[config.mk]
export PLATFORM = sky130hd
export DESIGN_NAME = ltcc_ctrl
export DESIGN_NICKNAME = d
export VERILOG_FILES = /design/src/ltcc_pkg.sv /design/src/ltcc_ctrl.sv
export SDC_FILE = /design/constraint.sdc
export NUM_CORES = 1
export LEC_CHECK = 0
export ABC_AREA = 1
export BUFFER_PORTS_ARGS = -buffer_cell sky130_fd_sc_hd__buf_2
export CAP_MARGIN = 20
export CORE_MARGIN = 3
export CORE_UTILIZATION = 25
export DETAILED_ROUTE_END_ITERATION = 7
export SKIP_LAST_GASP = 1
export SYNTH_ARGS = -nofsm -noshare
export SYNTH_HDL_FRONTEND = slang
export SYNTH_SLANG_ARGS = --single-unit
[constraint.sdc]
create_clock -name clk -period 2.5 [get_ports clk]
set_input_delay 0.5 -clock clk [delete_from_list [all_inputs] [get_ports clk]]
set_output_delay 0.5 -clock clk [all_outputs]
set_load 0.03 [all_outputs]
[src/ltcc_pkg.sv]
`default_nettype none
// ----------------------------------------------------------------------------
// ltcc_pkg: shared types and constants for the log template cluster counter
// Sizes, status codes, controller states and controller/datapath bundles.
// ----------------------------------------------------------------------------
package ltcc_pkg;

  localparam int MaxEntries    = 32;
  localparam int TemplateBytes = 160;
  localparam int HitBits       = 32;
  localparam int FillLimit     = TemplateBytes - 4;
  localparam int IdxW          = $clog2(MaxEntries);
  localparam int CntW          = $clog2(MaxEntries + 1);
  localparam int PosW          = $clog2(TemplateBytes);
  localparam int LenW          = $clog2(TemplateBytes + 1);
  localparam int AddrW         = IdxW + PosW;

  localparam logic [7:0] ChZero  = 8'h30;
  localparam logic [7:0] ChNine  = 8'h39;
  localparam logic [7:0] ChLt    = 8'h3C;
  localparam logic [7:0] ChStar  = 8'h2A;
  localparam logic [7:0] ChGt    = 8'h3E;

  localparam logic [1:0] StMatch = 2'd0;
  localparam logic [1:0] StNew   = 2'd1;
  localparam logic [1:0] StFull  = 2'd2;

  typedef enum logic [3:0] {
    S_IDLE, S_PUT, S_SCAN, S_CMP, S_CMPW, S_HIT, S_COPY, S_COPYW, S_NEW, S_SCANW
  } ltcc_state_t;

  typedef struct packed {
    logic       put_start;    // latch byte, begin writing
    logic       put_step;     // write one template byte
    logic       eol_clear;    // clear pending line
    logic       scan_init;    // entry index to 0
    logic       cmp_init;     // position to 0, match flag high
    logic       cmp_rd;       // issue read of stored/pending
    logic       cmp_chk;      // compare registered read data
    logic       next_entry;
    logic       copy_rd;
    logic       copy_wr;
    logic       do_hit;
    logic       do_new;
    logic       do_full;
  } ltcc_cmd_t;

  typedef struct packed {
    logic put_more;     // more template bytes to write
    logic entry_left;   // scan index below used entries
    logic len_eq;       // lengths equal
    logic cmp_more;     // position below pending length
    logic cmp_ok;       // match flag
    logic table_full;
    logic copy_more;
  } ltcc_stat_t;

endpackage
`default_nettype wire

[src/ltcc_ctrl.sv]
`default_nettype none
// ----------------------------------------------------------------------------
// ltcc_ctrl: controller
// Sequences byte intake, table scan, compare, copy and result hand-off.
// ----------------------------------------------------------------------------
module ltcc_ctrl
  import ltcc_pkg::*;
(
  input  wire logic       clk,
  input  wire logic       rst_n,
  input  wire logic       in_valid,
  input  wire logic       in_end_of_line,
  output logic            in_stall,
  input  wire logic       res_busy,
  input  wire ltcc_stat_t st,
  output ltcc_cmd_t       cmd
);

  ltcc_state_t state_r, state_nxt;

  always_ff @(posedge clk) begin
    if (!rst_n) state_r <= S_IDLE;
    else        state_r <= state_nxt;
  end

  always_comb begin
    state_nxt = state_r;
    cmd       = '0;
    in_stall  = 1'b1;
    case (state_r)
      S_IDLE: begin
        in_stall = 1'b0;
        if (in_valid) begin
          if (in_end_of_line) begin
            cmd.scan_init = 1'b1;
            state_nxt     = S_SCANW;
          end else begin
            cmd.put_start = 1'b1;
            state_nxt     = S_PUT;
          end
        end
      end
      S_PUT: begin
        if (st.put_more) cmd.put_step = 1'b1;
        else             state_nxt = S_IDLE;
      end
      // entry row read settles
      S_SCANW: begin
        state_nxt = S_SCAN;
      end
      S_SCAN: begin
        if (!st.entry_left) begin
          if (st.table_full) begin
            if (!res_busy) begin
              cmd.do_full = 1'b1; cmd.eol_clear = 1'b1; state_nxt = S_IDLE;
            end
          end else begin
            cmd.cmp_init = 1'b1; state_nxt = S_COPY;
          end
        end else if (!st.len_eq) begin
          cmd.next_entry = 1'b1; state_nxt = S_SCANW;
        end else begin
          cmd.cmp_init = 1'b1; state_nxt = S_CMP;
        end
      end
      S_CMP: begin
        if (!st.cmp_ok) begin
          cmd.next_entry = 1'b1; state_nxt = S_SCANW;
        end else if (!st.cmp_more) begin
          state_nxt = S_HIT;
        end else begin
          cmd.cmp_rd = 1'b1; state_nxt = S_CMPW;
        end
      end
      S_CMPW: begin
        cmd.cmp_chk = 1'b1; state_nxt = S_CMP;
      end
      S_HIT: begin
        if (!res_busy) begin
          cmd.do_hit = 1'b1; cmd.eol_clear = 1'b1; state_nxt = S_IDLE;
        end
      end
      S_COPY: begin
        if (st.copy_more) begin
          cmd.copy_rd = 1'b1; state_nxt = S_COPYW;
        end else begin
          state_nxt = S_NEW;
        end
      end
      S_COPYW: begin
        cmd.copy_wr = 1'b1; state_nxt = S_COPY;
      end
      S_NEW: begin
        if (!res_busy) begin
          cmd.do_new = 1'b1; cmd.eol_clear = 1'b1; state_nxt = S_IDLE;
        end
      end
      default: state_nxt = S_IDLE;
    endcase
  end

endmodule
`default_nettype wire

==> metrics.txt <==
# TYPE chip_impl_metric gauge
chip_impl_metric{name="core-area",unit="µm²"} 1840
chip_impl_metric{name="power.static_leakage",unit="nW"} 0.365
chip_impl_metric{name="setup.reg_to_reg.worst_slack",unit="ns"} 1.22
chip_impl_metric{name="yosys_warnings",unit=""} 0
chip_impl_metric{name="share_of_final_layout_standard_cells_stronger_than_drive_strength_1",unit="%"} 37.9
chip_impl_metric{name="worst_ep_required_time",unit="ns"} 2.00
chip_impl_metric{name="firstDrtPassIters",unit=""} 4
chip_impl_info{name="tritoncts_clock_tree",value="yes"} 1
chip_impl_metric{name="critical_path_arrival",unit="ns"} 1.50
chip_impl_info{name="synth.top_cells.by_area",value="dfxtp_1 (16%), nand2_1 (14%), nor2_1 (11%), nand3_1 (7.8%), nor2_4 (6.6%)"} 1
chip_impl_metric{name="floorplan.die_area",unit="µm²"} 2640
chip_impl_info{name="cts.root.buffer_cell",value="clkbuf_4"} 1
chip_impl_metric{name="synth_sequential_area_ratio",unit="%"} 15.5
chip_impl_info{name="critical_path.endpoint_type",value="output pin"} 1
chip_impl_metric{name="routed_via_density",unit=""} 4.79
chip_impl_metric{name="synth.net_count",unit=""} 102
chip_impl_metric{name="syn-mean-instance-area",unit="µm²"} 5.73
chip_impl_metric{name="via_count",unit=""} 675
chip_impl_metric{name="synth-edff-count",unit=""} 0
chip_impl_metric{name="finalWirelength",unit="mm"} 1.46
chip_impl_metric{name="syn-cell-area",unit="µm²"} 515
chip_impl_info{name="min_from",value="rst_n"} 1
chip_impl_metric{name="clock_sink_count",unit=""} 4
chip_impl_metric{name="post_cts_buffers",unit=""} 0
chip_impl_metric{name="timing.setup.tns",unit="ns"} 0
chip_impl_metric{name="grt_remaining_overflow",unit=""} 0
chip_impl_info{name="critical_path.reg2reg.startpoint",value="state_r[0]$_SDFFE_PN0P_"} 1
chip_impl_info{name="top_register",value="state_r"} 1
chip_impl_info{name="post_synth_top_flop",value="dfxtp_1"} 1
chip_impl_metric{name="wire_length_of_the_first_global_routing_pass",unit="mm"} 2.45
chip_impl_metric{name="postLayoutSetupSlackWorst",unit="ns"} 0.497
chip_impl_metric{name="least_margin_pin_slew",unit="ns"} 0.386
chip_impl_metric{name="finalCritPeriodShare",unit="%"} 80.1
chip_impl_metric{name="grt_max_degree",unit=""} 10
chip_impl_metric{name="h-tree-depth",unit=""} 1
chip_impl_metric{name="initial_core_util",unit="%"} 28.0
chip_impl_metric{name="postCtsResizedCells",unit=""} 0
chip_impl_metric{name="synthArstFlopShare",unit="%"} 0
chip_impl_metric{name="holdBufCountCts",unit=""} 0
chip_impl_metric{name="synthesis.instances",unit=""} 90
chip_impl_metric{name="numPlacedInstances",unit=""} 138
chip_impl_metric{name="worst-r2r-cell-count",unit=""} 6
chip_impl_metric{name="fin_util",unit="%"} 36.9
chip_impl_metric{name="drt_iter0_drc",unit=""} 25
chip_impl_metric{name="nFillCells",unit=""} 214
chip_impl_metric{name="crit_fanout",unit=""} 9
chip_impl_metric{name="nets",unit=""} 130
chip_impl_metric{name="drcViolationCount",unit=""} 0
chip_impl_info{name="unrepaired_setup_endpoints_after_global_routing",value="no"} 1
chip_impl_metric{name="slew_violations",unit=""} 0
chip_impl_metric{name="floorplan.rows",unit=""} 15
chip_impl_metric{name="port_buffers",unit=""} 25
chip_impl_metric{name="power.total",unit="µW"} 453
chip_impl_metric{name="post_layout_nonfiller_instances",unit=""} 141
chip_impl_info{name="synth_top_area_cell",value="dfxtp_1"} 1
chip_impl_metric{name="hpwlAfterDp",unit="mm"} 1.22
chip_impl_info{name="crit_path_start",value="state_r[0]$_SDFFE_PN0P_"} 1
chip_impl_info{name="cp-start-kind",value="flop"} 1
chip_impl_metric{name="p_r_area_growth_vs_syn",unit="%"} 31.8
chip_impl_metric{name="cts.reportedPaths.clkPinSlew",unit="ns"} 0.04
chip_impl_metric{name="slew_headroom",unit="%"} 74.2
chip_impl_metric{name="number_of_antenna_violations_at_the_first_check_in_global_routing",unit=""} 0
chip_impl_info{name="leading_registers_by_flop_count",value="state_r (4)"} 1
chip_impl_metric{name="clk_path_buf_depth",unit=""} 2
chip_impl_metric{name="postRouteAntennaNets",unit=""} 0
chip_impl_metric{name="clock-skew-final",unit="ns"} 0.00429
chip_impl_metric{name="dieHeight",unit="µm"} 51.4
chip_impl_metric{name="power.ir.vdd_worst",unit="mV"} 0.243
chip_impl_metric{name="finalSetupViolations",unit=""} 0
chip_impl_metric{name="pre_cts_slack",unit="ns"} 0.690
chip_impl_metric{name="power_density",unit="nW/µm²"} 667
chip_impl_metric{name="synth.distinct_cells",unit=""} 25
chip_impl_metric{name="maxCapViolCount",unit=""} 0
chip_impl_metric{name="total_of_flip_flops_plus_latches_after_synthesis",unit=""} 4
chip_impl_metric{name="routabilityCongestion",unit=""} 0.809
chip_impl_metric{name="cts_inserted_buffers",unit=""} 3
chip_impl_metric{name="grt_pass1_vias",unit=""} 562
chip_impl_info{name="endpoint",value="cmd[10]"} 1
chip_impl_metric{name="synth_top_area_share",unit="%"} 15.5
chip_impl_metric{name="grt_use_total",unit="%"} 12.0
chip_impl_info{name="regToRegEndpoint",value="state_r[0]$_SDFFE_PN0P_"} 1
chip_impl_metric{name="clk-insertion-delay-late",unit="ns"} 0.23
chip_impl_metric{name="die_width",unit="µm"} 51.4
chip_impl_info{name="hold_path.class",value="input pin to flop"} 1
chip_impl_info{name="status",value="completed"} 1
chip_impl_metric{name="fmax",unit="GHz"} 0.499
chip_impl_info{name="critical_path_class",value="flop to output pin"} 1
chip_impl_metric{name="drt-wirelength-per-cell",unit="µm"} 10.4
chip_impl_metric{name="largest_register_ff_count",unit=""} 4
chip_impl_metric{name="floorplan.io_pins",unit=""} 26
chip_impl_metric{name="final_period_minus_worst_setup_slack",unit="ns"} 2.00
chip_impl_metric{name="n_antenna_cell",unit=""} 0
chip_impl_metric{name="finalHoldViolations",unit=""} 0
-- through the flow --
stage	cell area, µm²	hold WS (ns)
3_5_place_dp	657	0.650
2_1_floorplan	515	0.594
5_1_grt	679	0.556
3_3_place_gp	657	0.636
4_1_cts	679	0.539
6_report	679	0.543
-- area by class of cell --
cell class                 count  area (µm²)  share of cell area, %
clock buffer                   3        22.5                   3.31
sequential                     4        80.1                   11.8
multi-input combinational     72         375                   55.2
tap                           25        31.3                   4.60
timing repair buffer          25         125                   18.4
inverter                      12        45.0                   6.63
-- cells in the mapped netlist, types with 2 or more instances --
master,count
nor3_1,6
nor2_4,3
inv_1,8
dfxtp_1,4
nor2_2,4
nor4_1,2
o21ai_2,2
nand3_1,8
nand4_1,2
inv_2,3
nand2_2,2
nand2_1,19
nor2_1,15
-- power breakdown --
part	switching [mW]	internal [mW]	total (mW)
Clock	0.0234	0.0535	0.0768
Combinational	0.181	0.0838	0.265
Sequential	0.0344	0.0766	0.111
-- critical path: stages (launching register included) --
cell and delay (ns):
dfxtp_1 0.54, inv_1 0.13, nor2_1 0.14, nand2_1 0.09, a31oi_1 0.16, buf_2 0.22
-- cells by family (layout without fill, tap and decap cells) --
kind of cell,after synthesis,after routing,share of synthesized area (%)
compound gates,7,7,9.71
buf+inv,14,40,11.6
flops,4,4,15.5
simple gates,65,65,63.1
-- cell usage in the layout (no fill, tap or decap) --
master    instances
buf_2            25
nand2_1          19
nor2_1           15
inv_1             8
nand3_1           8
nor3_1            6
nor2_2            4
dfxtp_1           4
inv_2             3
nor2_4            3
clkbuf_4          3
nor4_1            2
nand2_2           2
o21ai_2           2
nand4_1           2
clkinv_1          1
a31oi_1           1
or2_1             1
nor3b_1           1
o211ai_1          1
o21ai_1           1
a21oi_1           1
nand3_2           1
a21oi_2           1
nand3b_1          1
-- worst min-delay path by stage --
stage,end,cells after the start
floorplan,state_r[0]$_SDFFE_PN0P_,3
global placement,state_r[0]$_SDFFE_PN0P_,2
detailed placement,state_r[3]$_SDFFE_PN0P_,2
CTS,state_r[2]$_SDFFE_PN0P_,3
global route,state_r[2]$_SDFFE_PN0P_,3
finish,state_r[2]$_SDFFE_PN0P_,3
-- layer usage --
layer	global-route usage [%]	vias to the layer above	part of all wire, %
met5	0	-	0
met4	1.31	0	0
met3	3.50	0	9.0
met2	17.4	34	42
met1	17.9	294	49
li1	-	347	-
Power figures use the tool's default switching activity.
